File: src/design/wsts_pkg.sv
`timescale 1ns / 1ps
`default_nettype none

package wsts_pkg;

    localparam int CFG_W   = 7;
    localparam int IDX_IN_W = 6;
    localparam int FRAC_W  = 32;
    localparam int RATE_W  = 32;
    localparam int CNT_W   = 16;
    localparam int COEF_W  = 2;
    localparam int SUM_W   = 54;
    // running interval start during a walk, kept wide so it never wraps
    localparam int START_W = 64;
    localparam int FACT_W  = 32;

    localparam logic [CFG_W-1:0] CFG_RESET = 7'd64;

    localparam logic FUNC_SEARCH = 1'b0;
    localparam logic FUNC_UPDATE = 1'b1;

    typedef struct packed {
        logic                func;
        logic [IDX_IN_W-1:0] reaction_index;
        logic [FRAC_W-1:0]   rand_fraction;
        logic [RATE_W-1:0]   rate;
        logic [CNT_W-1:0]    count_first;
        logic [COEF_W-1:0]   coeff_first;
        logic [CNT_W-1:0]    count_second;
        logic [COEF_W-1:0]   coeff_second;
    } in_item_t;

    typedef struct packed {
        logic [IDX_IN_W-1:0] selected_index;
        logic                found;
        logic [SUM_W-1:0]    total_propensity;
    } out_item_t;

endpackage

`default_nettype wire

File: src/design/wsts_prop_unit.sv
`timescale 1ns / 1ps
`default_nettype none

module wsts_prop_unit #(
    parameter int PROP_WIDTH = 48
) (
    input  wire logic                clk,
    input  wire logic                rst_n,
    input  wire logic                go,
    input  wire wsts_pkg::in_item_t  item,
    output logic                     ready,
    output logic [PROP_WIDTH-1:0]    prop
);

    localparam int HALF  = (PROP_WIDTH + 1) / 2;
    localparam int HI_W  = PROP_WIDTH - HALF;
    localparam int LO_PW = HALF + wsts_pkg::FACT_W;
    localparam int HI_PW = HI_W + wsts_pkg::FACT_W;
    localparam int FULL_W = PROP_WIDTH + wsts_pkg::FACT_W;
    localparam logic [2:0] LAST_SLOT = 3'd6;
    localparam logic [1:0] PH_LO  = 2'd0;
    localparam logic [1:0] PH_HI  = 2'd1;
    localparam logic [1:0] PH_SAT = 2'd2;

    logic                     run_reg;
    logic                     ready_reg;
    logic [2:0]               slot_reg;
    logic [1:0]               phase_reg;
    logic [PROP_WIDTH-1:0]    p_reg;
    logic [LO_PW-1:0]         lo_reg;
    logic [HI_PW-1:0]         hi_reg;
    wsts_pkg::in_item_t       item_reg;
    logic [wsts_pkg::FACT_W-1:0] factor;
    logic [FULL_W-1:0]        full;

    // one falling-factorial term: c - i when the term is present, else one
    function automatic logic [wsts_pkg::FACT_W-1:0] ff_term(
        input logic [wsts_pkg::CNT_W-1:0]  c,
        input logic [wsts_pkg::COEF_W-1:0] k,
        input logic [1:0]                  i
    );
        logic [wsts_pkg::CNT_W-1:0] ci;
        ci = wsts_pkg::CNT_W'(i);
        if (k <= i)
            return wsts_pkg::FACT_W'(1);
        else if (c >= ci)
            return wsts_pkg::FACT_W'(c - ci);
        else
            return '0;
    endfunction

    always_comb
    begin
        unique case (slot_reg)
            3'd0:    factor = item_reg.rate;
            3'd1:    factor = ff_term(item_reg.count_first, item_reg.coeff_first, 2'd0);
            3'd2:    factor = ff_term(item_reg.count_first, item_reg.coeff_first, 2'd1);
            3'd3:    factor = ff_term(item_reg.count_first, item_reg.coeff_first, 2'd2);
            3'd4:    factor = ff_term(item_reg.count_second, item_reg.coeff_second, 2'd0);
            3'd5:    factor = ff_term(item_reg.count_second, item_reg.coeff_second, 2'd1);
            3'd6:    factor = ff_term(item_reg.count_second, item_reg.coeff_second, 2'd2);
            default: factor = wsts_pkg::FACT_W'(1);
        endcase
        full = ({hi_reg, {HALF{1'b0}}}) + FULL_W'(lo_reg);
    end

    always_ff @(posedge clk or negedge rst_n)
    begin
        if (!rst_n)
        begin
            run_reg   <= 1'b0;
            ready_reg <= 1'b0;
            slot_reg  <= '0;
            phase_reg <= PH_LO;
        end
        else
        begin
            ready_reg <= 1'b0;
            if (go)
            begin
                run_reg   <= 1'b1;
                slot_reg  <= '0;
                phase_reg <= PH_LO;
            end
            else if (run_reg)
            begin
                if (phase_reg == PH_SAT)
                begin
                    phase_reg <= PH_LO;
                    slot_reg  <= slot_reg + 3'd1;
                    if (slot_reg == LAST_SLOT)
                    begin
                        run_reg   <= 1'b0;
                        ready_reg <= 1'b1;
                    end
                end
                else
                begin
                    phase_reg <= phase_reg + 2'd1;
                end
            end
        end
    end

    // saturating product, one partial product per cycle
    always_ff @(posedge clk)
    begin
        if (go)
        begin
            item_reg <= item;
            p_reg    <= PROP_WIDTH'(1);
        end
        else if (run_reg)
        begin
            unique case (phase_reg)
                PH_LO:   lo_reg <= LO_PW'(p_reg[HALF-1:0]) * LO_PW'(factor);
                PH_HI:   hi_reg <= HI_PW'(p_reg[PROP_WIDTH-1:HALF]) * HI_PW'(factor);
                PH_SAT:  p_reg  <= (|full[FULL_W-1:PROP_WIDTH]) ? {PROP_WIDTH{1'b1}}
                                                                 : full[PROP_WIDTH-1:0];
                default: p_reg  <= p_reg;
            endcase
        end
    end

    assign ready = ready_reg;
    assign prop  = p_reg;

endmodule

`default_nettype wire

File: config.mk
export PLATFORM = sky130hd
export DESIGN_NAME = wsts_prop_unit
export DESIGN_NICKNAME = d
export VERILOG_FILES = /design/src/design/wsts_pkg.sv /design/src/design/wsts_prop_unit.sv
export SDC_FILE = /design/constraint.sdc
export NUM_CORES = 2
export LEC_CHECK = 0
export ABC_AREA = 1
export BUFFER_PORTS_ARGS = -buffer_cell sky130_fd_sc_hd__buf_2
export CAP_MARGIN = 10
export CORE_MARGIN = 2
export CORE_UTILIZATION = 41
export DETAILED_ROUTE_END_ITERATION = 10
export GPL_TIMING_DRIVEN = 0
export PLACE_DENSITY = 0.59
export SLEW_MARGIN = 20
export SYNTH_ARGS = -nofsm -noshare
export SYNTH_HDL_FRONTEND = slang
export SYNTH_SLANG_ARGS = --single-unit
File: constraint.sdc
create_clock -name clk -period 11.6 [get_ports clk]
set_clock_uncertainty 0.05 [all_clocks]
set_input_delay 2.32 -clock clk [delete_from_list [all_inputs] [get_ports clk]]
set_output_delay 2.32 -clock clk [all_outputs]
set_load 0.02 [all_outputs]
======== Word-level counts from Yosys, hierarchy flattened ========
Cells that the tools add are included.
operators by class
  $add $sub $neg .......................... 7
  multipliers ............................. 2
  order comparisons ....................... 12
  eq/ne operators ......................... 8
  mux-type cells .......................... 28
  bitwise operators ....................... 1
  reduce and logical (&&, ||, !) cells .... 9
operator list
  cell                                                             number
  two-way mux 32 bit                                               8
  one-hot mux 32 bit (7 select lines)                              1
  multiplier 24 x 32 -> 56 bit                                     2
  adder 80 x 56 -> 80 bit                                          1
  >= comparator 16 x 1 -> 1 bit (second input constant)            4
  two-way mux 16 bit                                               4
  two-way mux 48 bit                                               1
  subtractor 16 x 1 -> 17 bit (second input constant)              2
  subtractor 16 x 2 -> 17 bit (second input constant)              2
  >= comparator 16 x 2 -> 1 bit (second input constant)            2
  OR reduction 32 bit                                              1
  equality test 3 bit (second input constant)                      3
  two-way mux 3 bit                                                3
  less-or-equal comparator 2 x 1 -> 1 bit (second input constant)  4
  two-way mux 1 bit                                                8
  equality test 3 x 2 -> 1 bit (second input constant)             2
  two-way mux 2 bit                                                3
  AND reduction 3 bit                                              2
  less-or-equal comparator 2 bit (second input constant)           2
  AND reduction 2 bit                                              2
  nonzero test 2 bit                                               2
  adder 3 x 1 -> 3 bit (second input constant)                     1
  equality test 3 x 1 -> 1 bit (second input constant)             1
  zero test 3 bit                                                  1
  other kinds (5)                                                  5
word-level totals
  register bits after elaboration ......... 235
  input bits .............................. 110
  output and inout bits ................... 49
  word-level logic and storage cells ...... 79

======== Depth between registers and ports, before layout ========
  word-level depth ........................ 5
  mapped depth ............................ 46
  depth with buffers taken out ............ 45

======== Worst setup path after synthesis ========
No wires, ideal clock.
  path type ............................... register -> register
  start point ............................. register item_reg[21] in the netlist's numbering
  end point ............................... register hi_reg[42] (data pin)
  setup time .............................. 0.252 ns
  arrival ................................. 7.670 ns
  required time ........................... 11.298 ns
  slack ................................... 3.628 ns
  cell stages (with the launch flop) ...... 40
  buffers on the path ..................... 3
  clock period less this slack ............ 7.972 ns
  cells stage by stage .................... edfxtp_1 -> inv_1 -> ha_1 -> inv_1 -> nor2_2 -> inv_2 -> nor2_4 -> nand2_1 -> nor3_2 -> nand2_1 -> nand4_2 -> buf_2 -> nand2_1 -> nor2_1 -> buf_4 -> buf_4 -> nor2_1 -> fa_1 -> [4 not listed] -> fa_1 -> inv_1 -> fa_1 -> inv_1 -> fa_1 -> inv_1 -> ha_1 -> nand2_1 -> o21ai_0 -> nor2_1 -> nand2_1 -> o21ai_0 -> o21ai_0 -> nand2_1 -> nand2_1 -> nand3_1 -> nand3_1 -> nand2_1
on the way
  word-level cells in the longest chain between the ends .. 5
  elaborated cells between the ends (all ways) .. 13
  those cells by class .................... add/sub: 2; mul: 1; order compare: 3; mux: 7
RTL lines
  item                                                      line                   text
  from (decl)                                               wsts_prop_unit.sv:32   wsts_pkg::in_item_t item_reg;
  from (signal assigned)                                    wsts_prop_unit.sv:110  item_reg <= item;
  subtractor 16 x 2 -> 17 bit (tied with other cells)       wsts_prop_unit.sv:47   return wsts_pkg::FACT_W'(c - ci);
  two-way mux 32 bit or two-way mux 16 bit (tied branches)  wsts_prop_unit.sv:46   else if (c >= ci)
  two-way mux 32 bit or two-way mux 16 bit (tied branches)  wsts_prop_unit.sv:44   if (k <= i)
  one-hot mux 32 bit (7 select lines) (*)                   wsts_prop_unit.sv:54   unique case (slot_reg)
  multiplier 24 x 32 -> 56 bit (*)                          wsts_prop_unit.sv:117  PH_HI: hi_reg <= HI_PW'(p_reg[PROP_WIDTH-1:HALF]) * HI_PW'(factor);
  to (signal assigned)                                      wsts_prop_unit.sv:117
  to (decl)                                                 wsts_prop_unit.sv:31   logic [HI_PW-1:0] hi_reg;
Every way passes the cells marked *; elsewhere a longest branch is shown, timed or not.
A chain may end at the register's enable or synchronous reset.

======== Worst setup path after layout ========
  start point ............................. register item_reg[21] in the netlist's numbering
  end point ............................... register lo_reg[48] (data pin)
on the way
  word-level cells in the longest chain between the ends .. 5
  elaborated cells between the ends (all ways) .. 13
  those cells by class .................... add/sub: 2; mul: 1; order compare: 3; mux: 7
RTL lines
  item                                                      line                   text
  subtractor 16 x 2 -> 17 bit (tied with other cells)       wsts_prop_unit.sv:47
  two-way mux 32 bit or two-way mux 16 bit (tied branches)  wsts_prop_unit.sv:46
  two-way mux 32 bit or two-way mux 16 bit (tied branches)  wsts_prop_unit.sv:44
  one-hot mux 32 bit (7 select lines) (*)                   wsts_prop_unit.sv:54
  multiplier 24 x 32 -> 56 bit (*)                          wsts_prop_unit.sv:116  PH_LO: lo_reg <= LO_PW'(p_reg[HALF-1:0]) * LO_PW'(factor);
  to (signal assigned)                                      wsts_prop_unit.sv:116
  to (decl)                                                 wsts_prop_unit.sv:30   logic [LO_PW-1:0] lo_reg;
Marks and branches as above.

==> results.toml <==
[timing]
timing.final.crit_share_pct = 97.6
worstMarginPinSlew_ns = 1.28
rsz0062_at_grt = "false"
period_needed_ns = 11.32
drv_slew = 0
finalHoldViolCount = 0
slew_headroom_pct = 14.4
max_freq_mhz = 88.3
setup_viol = 0

[floorplan]
row_count = 143
initial_core_util_pct = 41.1
core_area_um2 = 151000
die_w_um = 394
fp.dieArea_um2 = 155000
ioPinCount = 159
fp.dieH_um = 394

[clock_network]
cts.clk_slew.worst_paths_ns = 0.06
numClockSinks = 235
numCtsBuffers = 30
htreeDepth = 1
cts_buffer_depth = 3
clock_latency_ns = 0.68
cts_tree = "built"
ctsRootBufferMaster = "clkbuf_16"
ctsHoldBuffers = 0

[synthesis]
syn_avg_cell_area_um2 = 8.03
syn-num-nets = 9595
synth_seq_cells = 235
ys_types = 57
synth_edf_count = 180
ys_warn_count = 0
ys_seq_area_share_pct = 10.5
synthFlopType = "edfxtp_1"
synth_cells = 7759
synthArstFlopShare_pct = 2.98
synth_area_um2 = 62300

[critical_path]
setup.worst_path.end_class = "flip-flop"
cp_common_cell = "fa_1"
cpPeakStageDelay_ns = 0.80
setup.worst_path.start_class = "flip-flop"
cp.required_ns = 11.91
cp.arrival_ns = 11.63
cp_slowest_cell = "nor2_2"
reg2reg_slack_ns = 0.28
worst-path-max-fanout = 10
reg2regPathDepth = 34
reg2reg_to = "lo_reg[48]"
r2r-start = "item_reg[21]"
worstSetupPathType = "flip-flop to flip-flop"

[hold_path]
hold_end = "prop[10]"
hold_path_class = "flip-flop to flip-flop"
min-delay-start = "lo_reg[10]"
worstHoldPathCells = 2

[flow_run]
maxCapViolCount = 0

[routing]
wirelength_mm = 277
routed_via_density = 5.43
ant_nets = 0
route.detailed.drc = 0
drt_pass1_iterations = 7
num_vias = 54200
detailedRoute.firstIterationViolations = 6101
routedWlPerCell_um = 27.8

[layout]
final_util_pct = 44.1
nets = 9757
multi_input_area_um2 = 47100
seqCellArea_um2 = 6540
nFillCells = 15600
largest_reg_flops = 68
drive_above_1_share_pct = 4.69
syn_to_final_growth_pct = 7.09
instances_no_fill = 9992

[placement]
place_inst = 9914
gp_congestion = 1.08
io_buffer_count = 119
place_hpwl_mm = 231

[grt]
grt_pass1_wl_mm = 396
grt_start_max_net_pins = 39
antenna_found_initial = 28
grt.total_usage_pct = 35.9
grt_overflow = 0
grt_pass1_vias = 55900

[power_and_ir_drop]
vdd_drop_max_uv = 151
power_density_nw_per_um2 = 176
p_leak_nw = 34.1

[outcome]
status = "finished clean"
-- cell families after synthesis --
group,count (synthesis),synth area share [%]
fa+ha+maj,1726,50.6
xor+xnor,159,2.24
flops,235,10.5
buf+inv,2248,13.9
compound gates,543,4.90
simple gates,2848,17.9
-- critical path, delay by kind of cell (launching register included) --
kind,cells,cell delay [ns]
AO/OA/AOI/OAI,5,2.22
XOR/XNOR,1,0.31
adder cells (fa/ha/maj),9,4.04
buffers and inverters,10,1.63
flip-flops,1,0.54
AND/OR/NAND/NOR,9,2.23
-- synthesized netlist by cell type, types with 4 or more instances --
| cell type | number | area share, % |
|---|---|---|
| nor2_1 | 1085 | 6.5 |
| nand2_1 | 1534 | 9.2 |
| buf_1 | 4 | 0.024 |
| nand3b_1 | 5 | 0.060 |
| edfxtp_1 | 180 | 8.7 |
| a21boi_0 | 6 | 0.072 |
| a21o_1 | 15 | 0.18 |
| buf_6 | 4 | 0.072 |
| xor2_1 | 121 | 1.7 |
| o221ai_1 | 5 | 0.070 |
| o21a_1 | 10 | 0.12 |
| inv_2 | 21 | 0.13 |
| nand3_1 | 127 | 1.0 |
| dfxtp_1 | 48 | 1.5 |
| o211ai_1 | 8 | 0.096 |
| a21oi_1 | 249 | 2.0 |
| o21ai_0 | 155 | 1.2 |
| nand4_1 | 22 | 0.22 |
| buf_2 | 104 | 0.84 |
| nor3_1 | 29 | 0.23 |
| buf_4 | 13 | 0.16 |
| xnor2_1 | 38 | 0.53 |
| a221oi_1 | 7 | 0.098 |
| clkbuf_1 | 178 | 1.1 |
| nor4_1 | 14 | 0.14 |
| a22oi_1 | 6 | 0.072 |
| o22ai_1 | 15 | 0.15 |
| o31ai_1 | 5 | 0.060 |
| ha_1 | 409 | 8.2 |
| a31oi_1 | 32 | 0.32 |
| nor2_2 | 9 | 0.090 |
| fa_1 | 1317 | 42 |
| and3_1 | 6 | 0.060 |
| inv_1 | 1908 | 12 |
| o21bai_1 | 13 | 0.16 |
| clkinv_1 | 16 | 0.096 |
| dfrtp_1 | 7 | 0.28 |
-- cell usage in the layout (no fill, tap or decap), types with 8 or more instances in the layout --
master	count
inv_1	1907
nand2_1	1533
fa_1	1317
nor2_1	1080
ha_1	409
a21oi_1	248
buf_2	222
edfxtp_1	180
clkbuf_1	165
o21ai_0	154
nand3_1	127
xor2_1	121
dfxtp_1	48
xnor2_1	38
a31oi_1	32
clkbuf_16	30
nor3_1	29
nand4_1	22
inv_2	21
clkinv_1	21
diode_2	17
clkbuf_2	17
buf_4	17
o22ai_1	15
a21o_1	15
nor4_1	13
o21bai_1	13
nor2_2	10
o21a_1	10
o211ai_1	8
-- metrics by stage --
step / instance area [µm²] / TNS (ns) / setup slack, ns / hold slack (ns) / power [W]
6_report: 66700 / 0 / 0.275 / 0.461 / 0.0117
5_1_grt: 66600 / 0 / 0.0846 / 0.492 / 0.0126
2_1_floorplan: 62300 / 0 / 3.63 / 0.435 / 0.00695
3_3_place_gp: 65400 / -0.0980 / -0.0842 / 0.439 / 0.0105
3_5_place_dp: 65600 / 0 / 0.175 / 0.448 / 0.0106
4_1_cts: 66600 / 0 / 0.134 / 0.459 / 0.0116
-- cell type report --
cell class / count / area share (%)
inverter: 1945 / 11.0
timing repair buffer: 130 / 1.16
antenna: 17 / 0.0638
multi-input combinational: 5276 / 70.7
clock inverter: 22 / 0.319
sequential: 235 / 9.81
buffer: 303 / 2.05
tap: 2030 / 3.81
clock buffer: 34 / 1.15
-- where the power goes --
part | total [W] | switching [W] | internal [W]
Clock | 0.000968 | 0.000428 | 0.000541
Sequential | 0.00151 | 0.000201 | 0.00130
Combinational | 0.00925 | 0.00636 | 0.00289
-- repair_timing --
item	4_1_cts	5_1_grt
setup endpoints to repair	0	14
gates resized for setup	0	8
hold endpoints to repair	0	0
setup buffers	0	4
-- per-layer routing --
metal | track usage [%] | routed length [µm] | part of all wire (%)
met1 | 47.9 | 108000 | 39
met2 | 53.2 | 116000 | 42
met3 | 9.07 | 33400 | 12
met4 | 20.6 | 19700 | 7.1
met5 | 0 | 90 | 0.032
-- worst max path at each step --
stage | slack (ns) | end | startpoint | depth (start not counted)
final | 0.28 | lo_reg[48] | item_reg[21] | 34
after global routing | 0.08 | lo_reg[48] | item_reg[21] | 34
after CTS | 0.13 | lo_reg[51] | item_reg[21] | 37
after detailed placement | 0.18 | lo_reg[51] | item_reg[21] | 37
after global placement | -0.08 | lo_reg[48] | item_reg[21] | 33
after floorplan | 3.63 | hi_reg[42] | item_reg[21] | 39
Note: power is estimated with default switching activity, not from simulation.
